$ cat src/sv/cfp_pkg.sv
// Types and constants shared by the command frame parser modules.
package cfp_pkg;

	localparam int FRAME_DEPTH = 8;
	localparam int POS_W       = 4;
	localparam int CMP_W       = 6;
	localparam int CFG_W       = 15;
	localparam int CFG_IDX_W   = 1;

	localparam logic [7:0]  TYPE_TORQUE      = 8'h20;
	localparam logic [7:0]  TYPE_CONTROL     = 8'h30;
	localparam logic [7:0]  CMD_STARTUP      = 8'h01;
	localparam logic [POS_W-1:0] LEN_TORQUE  = 4'd8;
	localparam logic [POS_W-1:0] LEN_CONTROL = 4'd7;

	localparam logic [7:0]  START_MARKER_RST = 8'hAB;
	localparam logic [14:0] TORQUE_LIMIT_RST = 15'd1000;
	localparam logic [7:0]  GAIN_RST         = 8'hFF;

	typedef enum logic [CFG_IDX_W-1:0] {
		CFG_START_MARKER = 1'b0,
		CFG_TORQUE_LIMIT = 1'b1
	} cfg_idx_t;

	typedef enum logic [1:0] {
		ST_TORQUE  = 2'd0,
		ST_STARTUP = 2'd1,
		ST_OTHER   = 2'd2,
		ST_BADSUM  = 2'd3
	} status_t;

	// Classified frame handed from the front end to the back end.
	typedef struct packed {
		status_t     kind;
		logic [15:0] data;
		logic [7:0]  gain;
	} cmd_t;

	// One result word.
	typedef struct packed {
		status_t            status;
		logic signed [15:0] torque;
		logic [7:0]         gain;
		logic [15:0]        flags;
		logic               seen;
	} result_t;

	// Command queue side band toward the back end.
	typedef struct packed {
		logic avail;
	} cmd_hs_t;

endpackage

$ cat src/sv/cfp_front.sv
// Front end: frame hunt, byte counting, running XOR and frame classification.
module cfp_front (
	input  logic               clk,
	input  logic               arst_n,
	input  logic [7:0]         start_marker,
	input  logic               accept,
	input  logic [7:0]         rx_byte,
	output logic               cmd_valid,
	output cfp_pkg::cmd_t      cmd
);

	logic [cfp_pkg::POS_W-1:0] pos_q;
	logic [cfp_pkg::POS_W-1:0] len_q;
	logic [7:0]                xor_q;
	logic                      torque_q;
	logic [7:0]                b3_q, b4_q, b5_q;

	logic [cfp_pkg::POS_W-1:0] pos_inc;
	logic                      in_body;
	logic                      is_data;
	logic                      is_last;

	assign pos_inc = pos_q + cfp_pkg::POS_W'(1);
	assign in_body = (pos_q != cfp_pkg::POS_W'(0)) && (pos_q != cfp_pkg::POS_W'(1));
	assign is_data = in_body && (pos_inc < len_q) &&
		(cfp_pkg::CMP_W'(pos_inc) < cfp_pkg::CMP_W'(cfp_pkg::FRAME_DEPTH));
	assign is_last = in_body && !is_data;

	always_ff @(posedge clk or negedge arst_n) begin
		if (!arst_n) begin
			pos_q    <= '0;
			len_q    <= '0;
			xor_q    <= '0;
			torque_q <= 1'b0;
		end else if (accept) begin
			if (pos_q == cfp_pkg::POS_W'(0)) begin
				if (rx_byte == start_marker) begin
					xor_q <= rx_byte;
					len_q <= '0;
					pos_q <= cfp_pkg::POS_W'(1);
				end
			end else if (pos_q == cfp_pkg::POS_W'(1)) begin
				if (rx_byte == cfp_pkg::TYPE_TORQUE || rx_byte == cfp_pkg::TYPE_CONTROL) begin
					len_q    <= (rx_byte == cfp_pkg::TYPE_TORQUE) ? cfp_pkg::LEN_TORQUE
						: cfp_pkg::LEN_CONTROL;
					torque_q <= (rx_byte == cfp_pkg::TYPE_TORQUE);
					xor_q    <= xor_q ^ rx_byte;
					pos_q    <= cfp_pkg::POS_W'(2);
				end else begin
					pos_q <= '0;
					len_q <= '0;
					xor_q <= '0;
				end
			end else if (is_data) begin
				xor_q <= xor_q ^ rx_byte;
				pos_q <= pos_inc;
			end else begin
				pos_q <= '0;
				len_q <= '0;
				xor_q <= '0;
			end
		end
	end

	// payload bytes that the back end needs
	always_ff @(posedge clk) begin
		if (accept && is_data) begin
			if (pos_q == cfp_pkg::POS_W'(3)) b3_q <= rx_byte;
			if (pos_q == cfp_pkg::POS_W'(4)) b4_q <= rx_byte;
			if (pos_q == cfp_pkg::POS_W'(5)) b5_q <= rx_byte;
		end
	end

	always_comb begin
		cmd_valid = accept && is_last;
		if (rx_byte != xor_q) begin
			cmd.kind = cfp_pkg::ST_BADSUM;
		end else if (torque_q) begin
			cmd.kind = cfp_pkg::ST_TORQUE;
		end else if (b3_q == cfp_pkg::CMD_STARTUP) begin
			cmd.kind = cfp_pkg::ST_STARTUP;
		end else begin
			cmd.kind = cfp_pkg::ST_OTHER;
		end
		cmd.data = torque_q ? {b4_q, b3_q} : {b5_q, b4_q};
		cmd.gain = b5_q;
	end

endmodule

$ cat src/sv/cfp_cmd_q.sv
// Two-word queue of classified frames between front end and back end.
module cfp_cmd_q (
	input  logic              clk,
	input  logic              arst_n,
	input  logic              wr_en,
	input  cfp_pkg::cmd_t     wr_data,
	output logic              full,
	output cfp_pkg::cmd_hs_t  hs_out,
	input  logic              rd_take,
	output cfp_pkg::cmd_t     rd_data
);

	cfp_pkg::cmd_t mem_q [2];
	logic          wr_ptr_q;
	logic          rd_ptr_q;
	logic [1:0]    cnt_q;
	logic          do_rd;

	assign full         = (cnt_q == 2'd2);
	assign hs_out.avail = (cnt_q != 2'd0);
	assign do_rd        = rd_take && (cnt_q != 2'd0);
	assign rd_data      = mem_q[rd_ptr_q];

	always_ff @(posedge clk or negedge arst_n) begin
		if (!arst_n) begin
			wr_ptr_q <= 1'b0;
			rd_ptr_q <= 1'b0;
			cnt_q    <= '0;
		end else begin
			if (wr_en) wr_ptr_q <= ~wr_ptr_q;
			if (do_rd) rd_ptr_q <= ~rd_ptr_q;
			cnt_q <= cnt_q + {1'b0, wr_en} - {1'b0, do_rd};
		end
	end

	always_ff @(posedge clk) begin
		if (wr_en) mem_q[wr_ptr_q] <= wr_data;
	end

endmodule

$ cat src/sv/cfp_back.sv
// Back end: applies frames to the settings and queues the result words.
module cfp_back (
	input  logic                 clk,
	input  logic                 arst_n,
	input  logic [14:0]          torque_limit,
	input  logic                 cmd_avail,
	input  cfp_pkg::cmd_t        cmd,
	output logic                 cmd_take,
	input  logic                 pop,
	output logic                 empty,
	output cfp_pkg::result_t     result
);

	logic signed [15:0] torque_q;
	logic [7:0]         gain_q;
	logic [15:0]        flags_q;
	logic               seen_q;

	cfp_pkg::result_t res_q [2];
	logic             wr_ptr_q;
	logic             rd_ptr_q;
	logic [1:0]       cnt_q;

	logic signed [16:0] t_s, lim_s, nlim_s, clamp_s;
	cfp_pkg::result_t   nxt;
	logic               do_pop;

	assign cmd_take = cmd_avail && (cnt_q != 2'd2);
	assign do_pop   = pop && (cnt_q != 2'd0);
	assign empty    = (cnt_q == 2'd0);
	assign result   = res_q[rd_ptr_q];

	always_comb begin
		t_s    = signed'({cmd.data[15], cmd.data});
		lim_s  = signed'({2'b00, torque_limit});
		nlim_s = -lim_s;
		if (t_s > lim_s) begin
			clamp_s = lim_s;
		end else if (t_s < nlim_s) begin
			clamp_s = nlim_s;
		end else begin
			clamp_s = t_s;
		end
		nxt.status = cmd.kind;
		nxt.torque = torque_q;
		nxt.gain   = gain_q;
		nxt.flags  = flags_q;
		nxt.seen   = seen_q;
		case (cmd.kind)
			cfp_pkg::ST_TORQUE: begin
				nxt.torque = 16'(clamp_s);
				nxt.gain   = cmd.gain;
			end
			cfp_pkg::ST_STARTUP: begin
				nxt.flags = cmd.data;
				nxt.seen  = 1'b1;
			end
			default: ;
		endcase
	end

	always_ff @(posedge clk or negedge arst_n) begin
		if (!arst_n) begin
			torque_q <= '0;
			gain_q   <= cfp_pkg::GAIN_RST;
			flags_q  <= '0;
			seen_q   <= 1'b0;
			wr_ptr_q <= 1'b0;
			rd_ptr_q <= 1'b0;
			cnt_q    <= '0;
		end else begin
			if (cmd_take) begin
				torque_q <= nxt.torque;
				gain_q   <= nxt.gain;
				flags_q  <= nxt.flags;
				seen_q   <= nxt.seen;
				wr_ptr_q <= ~wr_ptr_q;
			end
			if (do_pop) rd_ptr_q <= ~rd_ptr_q;
			cnt_q <= cnt_q + {1'b0, cmd_take} - {1'b0, do_pop};
		end
	end

	always_ff @(posedge clk) begin
		if (cmd_take) res_q[wr_ptr_q] <= nxt;
	end

endmodule

$ cat src/sv/command_frame_parser.sv
// Top level of the command frame parser: config registers and front/back wiring.
//
//  channel   direction  handshake              word
//  -------   ---------  ---------------------  ------------------------------------
//  input     in         push / full            rx_byte
//  result    out        empty / pop            frame_status, torque, gain, flags, seen
//  config    in         cfg_write (no wait)    cfg_index, cfg_data
//
// One byte per cycle is taken while full is low. The edge that takes a check
// byte writes the command queue; the back end moves the word into its
// two-word result queue once that queue has room, and the word is on the
// ports once it heads the result queue. full rises only when the command
// queue holds two frames, i.e. when results are not popped. Reset is
// asynchronous, needs no clearing pass, restores defaults and resumes hunting.
module command_frame_parser (
	input  logic                            clk,
	input  logic                            arst_n,
	input  logic                            push,
	output logic                            full,
	input  logic [7:0]                      rx_byte,
	input  logic                            pop,
	output logic                            empty,
	output logic [1:0]                      frame_status,
	output logic signed [15:0]              torque_setting_out,
	output logic [7:0]                      gain_setting_out,
	output logic [15:0]                     startup_flags_out,
	output logic                            startup_seen_out,
	input  logic                            cfg_write,
	input  logic [cfp_pkg::CFG_IDX_W-1:0]   cfg_index,
	input  logic [cfp_pkg::CFG_W-1:0]       cfg_data
);

	logic [7:0]  start_marker_q;
	logic [14:0] torque_limit_q;

	logic              accept;
	logic              cmd_push;
	cfp_pkg::cmd_t     cmd_in;
	cfp_pkg::cmd_t     cmd_out;
	cfp_pkg::cmd_hs_t  cmd_hs;
	logic              cmd_take;
	cfp_pkg::result_t  result;

	// config: the user writes these only while idle (not enforced here), so both ends read them directly
	always_ff @(posedge clk or negedge arst_n) begin
		if (!arst_n) begin
			start_marker_q <= cfp_pkg::START_MARKER_RST;
			torque_limit_q <= cfp_pkg::TORQUE_LIMIT_RST;
		end else if (cfg_write) begin
			unique case (cfp_pkg::cfg_idx_t'(cfg_index))
				cfp_pkg::CFG_START_MARKER: start_marker_q <= cfg_data[7:0];
				cfp_pkg::CFG_TORQUE_LIMIT: torque_limit_q <= cfg_data[14:0];
				default: ;
			endcase
		end
	end

	assign accept = push && !full;

	cfp_front u_front (
		.clk          (clk),
		.arst_n       (arst_n),
		.start_marker (start_marker_q),
		.accept       (accept),
		.rx_byte      (rx_byte),
		.cmd_valid    (cmd_push),
		.cmd          (cmd_in)
	);

	// full is conservative: any byte stalls while two frames wait
	cfp_cmd_q u_cmd_q (
		.clk     (clk),
		.arst_n  (arst_n),
		.wr_en   (cmd_push),
		.wr_data (cmd_in),
		.full    (full),
		.hs_out  (cmd_hs),
		.rd_take (cmd_take),
		.rd_data (cmd_out)
	);

	cfp_back u_back (
		.clk          (clk),
		.arst_n       (arst_n),
		.torque_limit (torque_limit_q),
		.cmd_avail    (cmd_hs.avail),
		.cmd          (cmd_out),
		.cmd_take     (cmd_take),
		.pop          (pop),
		.empty        (empty),
		.result       (result)
	);

	assign frame_status       = result.status;
	assign torque_setting_out = result.torque;
	assign gain_setting_out   = result.gain;
	assign startup_flags_out  = result.flags;
	assign startup_seen_out   = result.seen;

endmodule

$ cat config.mk
export PLATFORM = sky130hd
export DESIGN_NAME = command_frame_parser
export DESIGN_NICKNAME = d
export VERILOG_FILES = /design/src/sv/cfp_pkg.sv /design/src/sv/cfp_front.sv /design/src/sv/cfp_cmd_q.sv /design/src/sv/cfp_back.sv /design/src/sv/command_frame_parser.sv
export SDC_FILE = /design/constraint.sdc
export NUM_CORES = 1
export LEC_CHECK = 0
export BUFFER_PORTS_ARGS = -buffer_cell sky130_fd_sc_hd__buf_4
export CORE_MARGIN = 3
export CORE_UTILIZATION = 50
export CTS_BUF_LIST = sky130_fd_sc_hd__clkbuf_2
export CTS_CLUSTER_SIZE = 40
export DETAILED_ROUTE_END_ITERATION = 6
export PLACE_DENSITY_LB_ADDON = 0.15
export SYNTH_ARGS = -nofsm -noshare
export SYNTH_HDL_FRONTEND = slang
export SYNTH_SLANG_ARGS = --single-unit
$ cat constraint.sdc
create_clock -name clk -period 7.2 [get_ports clk]
set_clock_uncertainty 0.05 [all_clocks]
set_input_delay 1.44 -clock clk [delete_from_list [all_inputs] [get_ports clk]]
set_output_delay 1.44 -clock clk [all_outputs]
set_load 0.01 [all_outputs]
==> results of run 1 <==
==> state kept, by name (all words and copies together), names as in the netlist, 15 cells and up <==
register,cells
torque_limit_q,15
u_back.torque_q,16
u_back.flags_q,16
u_back.res_q,86
u_cmd_q.mem_q,52
==> worst reg2reg max path: cells and delay by family, from the launching register on <==
family,cells,cell delay (ns)
simple gates,7,1.94
buf+inv,1,0.12
flops,1,0.48
compound gates,4,1.70
fa+ha+maj,2,0.53
==> area by class of cell <==
cell class	count	area, um2	share of cell area (%)
diodes	1	2.502	0.01865
clock buffers	96	480.5	3.581
clock inverters	19	85.08	0.6342
inverters	46	172.7	1.287
multi-input cells	596	4563	34.01
flip-flops and latches	249	7067	52.68
well taps	319	399.1	2.975
repair buffers	86	645.6	4.813
==> synthesized netlist by cell type, types with 7 or more instances <==
| cell type | number |
|---|---|
| buf_2 | 7 |
| inv_1 | 45 |
| nand3_1 | 22 |
| nand2_1 | 66 |
| nor3_1 | 8 |
| mux2_2 | 93 |
| edfxtp_1 | 162 |
| ha_1 | 42 |
| o31ai_1 | 21 |
| dfstp_2 | 19 |
| o21ai_1 | 12 |
| xnor2_1 | 23 |
| xor2_1 | 11 |
| clkbuf_1 | 24 |
| mux2i_1 | 30 |
| o21ai_0 | 29 |
| a22o_1 | 8 |
| a21oi_1 | 56 |
| nor2_1 | 56 |
| nand4_1 | 8 |
| dfrtp_1 | 68 |
==> where the power goes <==
| part | switching [mW] | internal (mW) |
|---|---|---|
| sequential | 0.197 | 2.17 |
| combinational | 1.31 | 0.974 |
| clock | 0.566 | 0.358 |
| total | 2.07 | 3.50 |
==> per-layer routing <==
metal,share of wire (%),up-vias
met5,0,-
met4,2.0,0
li1,-,3730
met3,6.7,39
met2,44,241
met1,47,3868
==> worst paths after layout <==
kind | endpoint
max | u_back.res_q[1][38]
min | u_back.seen_q
max reg2reg | u_back.res_q[1][38]
min reg2reg | u_back.seen_q
max in group asynchronous | torque_limit_q[13]
min in group asynchronous | u_front.len_q[2]
==> metrics by stage <==
stage | worst slack (ns) | hold slack, ns | cell area (um2) | std cells
3_5_place_dp | 2.275 | 0.4141 | 12850 | 1296
4_1_cts | 2.228 | 0.4381 | 13410 | 1411
5_1_grt | 1.774 | 0.4282 | 13420 | 1412
2_1_floorplan | 3.140 | 0.3810 | 11990 | 931
6_report | 2.120 | 0.4352 | 13420 | 1412
3_3_place_gp | 2.354 | 0.3952 | 12850 | 1296
==> cell families after synthesis <==
group | Yosys count
compound gates | 180
xor+xnor | 35
fa+ha+maj | 42
buf+inv | 86
flops | 249
mux | 125
simple gates | 214
==> layout by cell type (no fill, tap or decap), types with 4 or more instances in the layout <==
cell type  instances
or4_4              4
inv_1             45
buf_4             86
and3_1             5
nand2_1           66
edfxtp_1         162
o21ai_0           29
o211ai_1           6
nor3_1             7
o21ai_1           12
mux2_2            93
nor2_1            52
o31ai_1           21
a21o_1             6
mux2i_1           30
clkbuf_2          96
ha_1              42
nor4_1             5
o41ai_1            5
xnor2_1           23
xor2_1            11
dfstp_2           19
dfrtp_1           67
a22o_1             8
nand3_1           22
clkinv_1          13
a21oi_1           56
nand4_1            8
clkinv_2           4
nor2b_1            5
==> results.json, run 1 <==
{
  "max_freq_mhz": 196.9,
  "path_cells": "inv_1, ha_1, nor3b_2, nand3_1, o31ai_1, nand2_1, ha_1, and4_1, a21oi_1, and2_1, nand3_2, or2_0, a311oi_1, o31ai_1",
  "cts.sinks": 249,
  "die_h_um": 160.8,
  "cts_resized": 0,
  "via_per_inst": 5.579,
  "max-cap-violations": 0,
  "dp_hpwl_um": 18440,
  "cp-start-kind": "flip-flop",
  "setup_viol": 0,
  "worstHoldPathType": "flip-flop to flip-flop",
  "synth-compound-area-share_pct": 10.29,
  "cts_tree": "yes",
  "power.density_mw_per_mm2": 415.6,
  "syn_area_per_cell_um2": 12.87,
  "slowest_stage": "a21oi_1",
  "grt_pass1_vias": 7762,
  "final_util_pct": 56.98,
  "yosysTopAreaCell": "edfxtp_1",
  "gp_congestion": 0.8842,
  "synth_warnings": 0,
  "grt_setup_unrepaired": "false",
  "hold_path_depth": 1,
  "synth_area_leaders": "edfxtp_1 41%, dfrtp_1 14%, mux2_2 8.7%",
  "grt_max_degree": 47,
  "tightest_slew_ns": 1.215,
  "track_usage_pct": 21.01,
  "min_period_over_period_pct": 70.55,
  "nets": 1111,
  "slew_violations": 0,
  "dr.pass1.iters": 5,
  "hp-start": "u_back.seen_q",
  "met3_usage_pct": 4.591,
  "yosys.area_share.simple_pct": 9.134,
  "hold_buffers": 0,
  "met1_usage_pct": 31.05,
  "required_ns": 7.74,
  "synth_top_area_share_pct": 40.58,
  "wire_per_inst_um": 19.05,
  "drive_gt1_share_pct": 31.59,
  "synth_edf_count": 162,
  "wl_um": 26900,
  "synth.net_count": 1002,
  "startpoint": "torque_limit_q[1]",
  "yosys-mux-area-fraction_pct": 11.46,
  "report.final.hold_viol_count": 0,
  "vdd_ir_drop_max_mv": 0.2052,
  "fill_cells": 2060,
  "grt_pass1_wl_um": 42600,
  "critPathMaxStageDelay_ns": 0.73,
  "timing.rr.start": "torque_limit_q[1]",
  "port_buffers": 73,
  "ios": 74,
  "tns_ns": 0,
  "worstSkewPairLatency_ns": 0.89,
  "ys_seq_elements": 249,
  "synth_flop_cell": "edfxtp_1",
  "cp_top_family": "simple AND/OR/NAND/NOR gates",
  "die_x_um": 160.8,
  "coreArea_mm2": 0.02354,
  "area_growth_pct": 11.92,
  "vias": 7878,
  "drc": 0,
  "grt_util_met2_pct": 31.21,
  "critPathCaptureType": "flip-flop",
  "post_cts_buffers": 0,
  "grt_overflow": 0,
  "syn_inst": 931,
  "slew_headroom_pct": 18.89,
  "power_mw": 5.576,
  "antenna_found_initial": 1,
  "synthAdderAreaFrac_pct": 4.384,
  "rows": 56,
  "die-area_mm2": 0.02587,
  "layout_min_cycle_time_ns": 5.080,
  "cts_root_buffer": "clkbuf_2",
  "ant_nets": 0,
  "outcome": "complete, no violations",
  "netlist_area_mm2": 0.01199,
  "drt_iter0_markers": 478,
  "ff2ff_path_depth": 14,
  "grt-busiest-layer": "met2",
  "synthXorXnorAreaFrac_pct": 2.620,
  "worst-path-buf-inv": 1,
  "p_leak_nw": 5.360,
  "clockBufferDepth": 3,
  "synth_top_family_by_area": "multiplexers",
  "clk_pin_slew_ns": 0.11,
  "htreeDepth": 2,
  "crit_cells": 14,
  "cp_max_fo": 12,
  "cts_buffers": 61,
  "ys_seq_area_share_pct": 58.95,
  "path_class": "flip-flop to flip-flop",
  "r2r_slack_ns": 2.12,
  "arrival_ns": 5.62,
  "start_util_pct": 50.91,
  "async_flop_share_pct": 34.94,
  "ys_types": 82
}
No activity file was read; power rests on OpenSTA's default activity.
==> run 2, diff against run 1 <==
==> constraint.sdc (replaced) <==
create_clock -name clk -period 4.4 [get_ports clk]
set_clock_uncertainty 0.05 [all_clocks]
set_input_delay 0.88 -clock clk [delete_from_list [all_inputs] [get_ports clk]]
set_output_delay 0.88 -clock clk [all_outputs]
set_load 0.01 [all_outputs]
==> run 2 against run 1 <==
  * Wire length hardly changed
  * Global-route usage about the same
  * Non-clock buffer count grew 22
  * Hold slack lost 0.20 ns
  * Clock-buffer cell count decreased by 10
  * First-iteration DRC count rose by 25%
  * Combinational power up 66%
  * Setup slack worse by 2.0 ns
  * Fmax is 20% higher
  * Clock power increased by 63%
  * Sequential power is 67% higher
  * Critical path type unchanged
==> results.json, run 2 (same netlist as run 1, synthesis figures left out) <==
{
  "start_util_pct": 50.91,
  "die-area_mm2": 0.02587,
  "outcome": "complete, no violations",
  "clk_pin_slew_ns": 0.11,
  "regMostFlops": "u_back.res_q",
  "htreeDepth": 2,
  "max_freq_mhz": 235.3,
  "die_x_um": 160.8,
  "track_usage_pct": 21.05,
  "cts_root_buffer": "clkbuf_2",
  "critPathCaptureType": "flip-flop",
  "min_period_over_period_pct": 96.58,
  "grt_max_degree": 45,
  "vias": 7873,
  "grt_pass1_wl_um": 42810,
  "setup_viol": 0,
  "largest_reg_flops": 86,
  "coreArea_mm2": 0.02354,
  "cts_tree": "yes",
  "wl_um": 26890,
  "final_util_pct": 58.11,
  "place_area_mm2": 0.01302,
  "gp_congestion": 0.9268,
  "die_h_um": 160.8,
  "p_leak_nw": 5.482,
  "ios": 74,
  "drt_iter0_markers": 598,
  "max-cap-violations": 0,
  "cp-start-kind": "flip-flop",
  "vdd_ir_drop_max_mv": 0.3003,
  "drive_gt1_share_pct": 32.85,
  "area_growth_pct": 14.13,
  "layout_commonest_cell": "edfxtp_1",
  "ant_nets": 0,
  "tightest_slew_ns": 1.160,
  "largest_registers": "u_back.res_q x86, u_cmd_q.mem_q x52",
  "cts_buffers": 61,
  "slew_violations": 0,
  "wire_per_inst_um": 18.75,
  "worstSkewPairLatency_ns": 0.87,
  "grt_pass1_vias": 7716,
  "power_mw": 9.234,
  "cp_max_fo": 8,
  "via_per_inst": 5.490,
  "port_buffers": 73,
  "final_cell_mix": "162 x edfxtp_1, 106 x buf_4, 93 x mux2_2",
  "required_ns": 4.87,
  "antenna_found_initial": 1,
  "rows": 56,
  "report.final.hold_viol_count": 0,
  "finalNonFillerCells": 1434,
  "drc": 0,
  "slew_headroom_pct": 22.56,
  "nets": 1133,
  "place_inst": 1317,
  "clockBufferDepth": 3,
  "power.density_mw_per_mm2": 675.0,
  "worstHoldPathType": "input port to flip-flop",
  "path_class": "flip-flop to flip-flop",
  "dp_hpwl_um": 18870,
  "fin_area_mm2": 0.01368,
  "grt_overflow": 0,
  "layout_min_cycle_time_ns": 4.250,
  "cts.sinks": 249,
  "arrival_ns": 4.72,
  "dr.pass1.iters": 5
}
[run 2: repair_timing]
| item | 4_1_cts | 5_1_grt |
|---|---|---|
| setup endpoints to repair | 0 | 24 |
| hold buffers | 1 | 0 |
| gates resized for setup | 0 | 13 |
| endpoints found under the hold margin | 27 | 0 |
| setup buffers | 0 | 0 |
[run 2: critical path: stages, from the launching register on]
cell and delay, ns:
dfrtp_2 0.46, or4_4 0.59, nand2b_4 0.21, or4_4 0.44, xnor2_2 0.16, ha_1 0.31, and3_1 0.21, a221o_1 0.35
o21bai_4 0.23, a31oi_4 0.14, or4_1 0.50, a21oi_2 0.20, o41ai_2 0.10
[run 2: area by class of cell]
type                    instances  area (um2)
multi-input cells             596        4637
inverters                      46       172.7
clock buffers                  86       430.4
fillers                      2041        9862
repair buffers                108       825.8
flip-flops and latches        249        7068
clock inverters                29       145.1
well taps                     319       399.1
diodes                          1       2.502
[run 2: worst paths after layout]
path	startpoint	to	slack (ns)	cells after the start
max	torque_limit_q[1]	u_back.res_q[0][29]	0.15	12
min in group asynchronous	arst_n	u_back.flags_q[0]	0.48	2
max in group asynchronous	arst_n	torque_limit_q[3]	2.92	3
min	cfg_data[4]	start_marker_q[4]	0.23	2
min reg2reg	u_back.seen_q	u_back.seen_q	0.43	1
max reg2reg	torque_limit_q[1]	u_back.res_q[0][29]	0.15	12
[run 2: metal layers]
metal / routed length [um] / vias to the layer above / part of all wire (%) / track usage (%)
met5: 0 / - / 0 / 0
met4: 522 / 0 / 1.9 / 5.514
met3: 1544 / 43 / 5.7 / 4.333
met2: 11710 / 215 / 44 / 30.89
met1: 13110 / 3837 / 49 / 32.12
li1: - / 3778 / - / -
[run 2: through the flow]
step	worst slack [ns]	TNS, ns	hold slack, ns
floorplan	0.3405	0	0.3810
global placement	0.1937	0	0.3970
detailed placement	0.1051	0	0.4120
CTS	0.1042	0	0.1512
global route	-0.003300	-0.01043	0.1508
finish	0.1503	0	0.2347
[run 2: report_power, final]
part | internal, mW | switching [mW] | leakage (nW)
clock network | 0.600 | 0.912 | 0.430
registers | 3.55 | 0.397 | 2.49
logic | 1.69 | 2.09 | 2.56
==> run 3, diff against run 2 <==
--- a/config.mk
+++ b/config.mk
@@ -5,6 +5,7 @@
 export SDC_FILE = /design/constraint.sdc
 export NUM_CORES = 1
 export LEC_CHECK = 0
+export ABC_AREA = 1
 export BUFFER_PORTS_ARGS = -buffer_cell sky130_fd_sc_hd__buf_4
 export CORE_MARGIN = 3
 export CORE_UTILIZATION = 50
==> run 3 against run 2 <==
  * Combinational power up 20%
  * Clock-buffer cell count down 2
  * Sequential share of layout area up 1.3 points
  * Critical path depth up 4
  * Setup slack better by 0.68 ns
  * Hold slack worse by 0.14 ns
  * Power up 8.6%
  * Non-clock buffer count down 16
  * Final cell count up 19%
  * Synthesized area down 0.98%
  * Die area down 0.94%
  * Critical path type unchanged
  * Largest power group is now combinational logic
==> results.json, run 3 <==
{
  "timing.hold.ws_ns": 0.09360,
  "grt_setup_unrepaired": "false",
  "setup_slack_ns": 0.8324,
  "port_buffers": 73,
  "drive_gt1_share_pct": 18.02,
  "antenna_found_initial": 1,
  "power.density_mw_per_mm2": 751.0,
  "synth_edf_count": 162,
  "wire_per_inst_um": 15.90,
  "area_growth_pct": 12.47,
  "ios": 74,
  "worstHoldPathType": "input port to async pin",
  "yosys-mux-area-fraction_pct": 0.1687,
  "die-area_mm2": 0.02562,
  "p_leak_nw": 6.055,
  "htreeDepth": 2,
  "grt_overflow": 0,
  "synthTopCellsByCount": "411 x nand2_1, 162 x edfxtp_1, 114 x inv_1",
  "async_flop_share_pct": 34.94,
  "regMostFlops": "u_back.res_q",
  "cts_tree": "yes",
  "ys_seq_area_share_pct": 59.53,
  "vdd_ir_drop_max_mv": 0.4274,
  "place_inst": 1592,
  "slew_headroom_pct": 23.25,
  "grt_max_degree": 62,
  "max_freq_mhz": 280.3,
  "cp-start-kind": "flip-flop",
  "layout_min_cycle_time_ns": 3.568,
  "synth_area_leaders": "edfxtp_1 41%, dfrtp_1 14%, nand2_1 13%",
  "start_util_pct": 51.64,
  "synth-compound-area-share_pct": 7.474,
  "r2r_slack_ns": 0.83,
  "ant_nets": 0,
  "dp_hpwl_um": 19100,
  "synthXorXnorAreaFrac_pct": 2.361,
  "synth_warnings": 0,
  "outcome": "complete, no violations",
  "track_usage_pct": 21.18,
  "path_class": "flip-flop to flip-flop",
  "clk_pin_slew_ns": 0.11,
  "startpoint": "u_cmd_q.rd_ptr_q",
  "via_per_inst": 5.011,
  "internal_power_mw": 5.816,
  "largest_reg_flops": 86,
  "report.final.hold_viol_count": 0,
  "combPwrFrac_pct": 45.2,
  "yosys.area_share.simple_pct": 20.56,
  "slowest_stage": "o21ai_0",
  "hold_buffers": 0,
  "switching_share_pct": 41.99,
  "tns_ns": 0,
  "min_period_over_period_pct": 81.08,
  "power_mw": 10.03,
  "rows": 55,
  "synth_top_family_by_area": "simple AND/OR/NAND/NOR gates",
  "rr_endpoint": "u_back.res_q[1][33]",
  "die_h_um": 160.1,
  "crit_top_cell": "nand2_1",
  "gp_congestion": 0.9576,
  "slew_violations": 0,
  "final_cell_mix": "411 x nand2_1, 162 x edfxtp_1, 114 x inv_1",
  "synth_top_area_share_pct": 40.99,
  "dr.pass1.iters": 6,
  "worstSkewPairLatency_ns": 0.84,
  "clockBufferDepth": 3,
  "ys_seq_elements": 249,
  "synthAdderAreaFrac_pct": 4.428,
  "critPathMaxStageDelay_ns": 0.57,
  "cp_max_fo": 26,
  "pre_cts_ws_ns": 0.9464,
  "coreArea_mm2": 0.02298,
  "post_cts_buffers": 0,
  "tightest_slew_ns": 1.149,
  "path_cells": "buf_4, o21ai_0, inv_1, ha_1, nand2_1, nand2_1, nand2_1, nand2_1, nand2_1, nand2_1, nand2_1, nand2_4, nand2_4, o21ai_0, inv_1, a21boi_1",
  "timing.rr.start": "u_cmd_q.rd_ptr_q",
  "drt_iter0_markers": 596,
  "finalNonFillerCells": 1707,
  "synth.net_count": 1299,
  "grt_pass1_vias": 8200,
  "arrival_ns": 4.15,
  "p_seq_share_pct": 39.7,
  "drc": 0,
  "vias": 8553,
  "synth.most_common_cell": "nand2_1",
  "die_x_um": 160.1,
  "max-cap-violations": 0,
  "setup.worst_path.end": "u_back.res_q[1][33]",
  "syn_area_per_cell_um2": 9.665,
  "cts_buffers": 60,
  "ys_types": 42,
  "cts_resized": 0,
  "wl_um": 27140,
  "largest_registers": "u_back.res_q x86, u_cmd_q.mem_q x52",
  "syn_inst": 1228,
  "grt_pass1_wl_um": 43570,
  "required_ns": 4.98,
  "ff2ff_path_depth": 16,
  "setup_viol": 0,
  "cts.sinks": 249,
  "pwr-share-clk_pct": 15.0,
  "cts_root_buffer": "clkbuf_2",
  "critPathCaptureType": "flip-flop",
  "power.switching_mw": 4.209,
  "netlist_area_mm2": 0.01187,
  "synth_flop_cell": "edfxtp_1",
  "layout_commonest_cell": "nand2_1",
  "nets": 1412,
  "yosysTopAreaCell": "edfxtp_1"
}
run 3: worst max-delay path: cells and delay by family, from the launching register on:
kind	cells	cell delay [ns]
adder cells (fa/ha/maj)	1	0.37
AND/OR/NAND/NOR	9	0.83
flip-flops	1	0.40
AO/OA/AOI/OAI	3	1.12
buffers and inverters	3	0.62
run 3: worst min path at each step:
stage,start,endpoint,slack [ns],depth (start not counted)
2_1_floorplan,u_back.seen_q,u_back.seen_q,0.37,2
3_3_place_gp,u_back.seen_q,u_back.seen_q,0.39,2
3_5_place_dp,u_back.seen_q,u_back.seen_q,0.39,2
4_1_cts,arst_n,u_cmd_q.wr_ptr_q,0.03,1
5_1_grt,arst_n,u_cmd_q.wr_ptr_q,0.04,1
6_report,arst_n,u_back.torque_q[1],0.09,1
run 3: through the flow:
stage / instance area (um2) / util (%)
floorplan: 11870 / -
global placement: 12780 / 55.59
detailed placement: 12780 / 55.59
CTS: 13350 / 58.07
global route: 13350 / 58.08
finish: 13350 / 58.08
run 3: power groups by stage:
stage | logic, mW | clock network (mW) | registers (mW)
CTS | 4.57 | 1.56 | 3.98
floorplan | 3.05 | 0 | 3.97
detailed placement | 4.56 | 0 | 4.03
global placement | 4.47 | 0 | 4.02
global route | 5.13 | 1.68 | 4.07
finish | 4.54 | 1.51 | 3.98
run 3: layout make-up:
type	count	area [um2]
tap	313	391.6
clock buffer	84	420.4
inverter	120	450.4
antenna	1	2.502
multi-input combinational	818	4179
sequential	249	7066
fill	2107	9635
clock inverter	30	148.9
timing repair buffer	92	690.7
run 3: routing by layer:
| metal | global-route usage (%) | vias up | wire length [um] |
|---|---|---|---|
| met4 | 6.193 | 0 | 401 |
| li1 | - | 4322 | - |
| met3 | 3.528 | 32 | 1294 |
| met5 | 0 | - | 0 |
| met1 | 31.80 | 3986 | 13370 |
| met2 | 31.89 | 213 | 12070 |
run 3: logic make-up (layout without fill, tap and decap cells):
group,Yosys count,count (layout)
adders and majority gates,42,42
AOI/OAI and AO/OA,157,157
muxes,2,2
buffers and inverters,161,326
xor gates and xnor gates,32,32
DFF,249,249
other,0,1
and+or+nand+nor,585,585
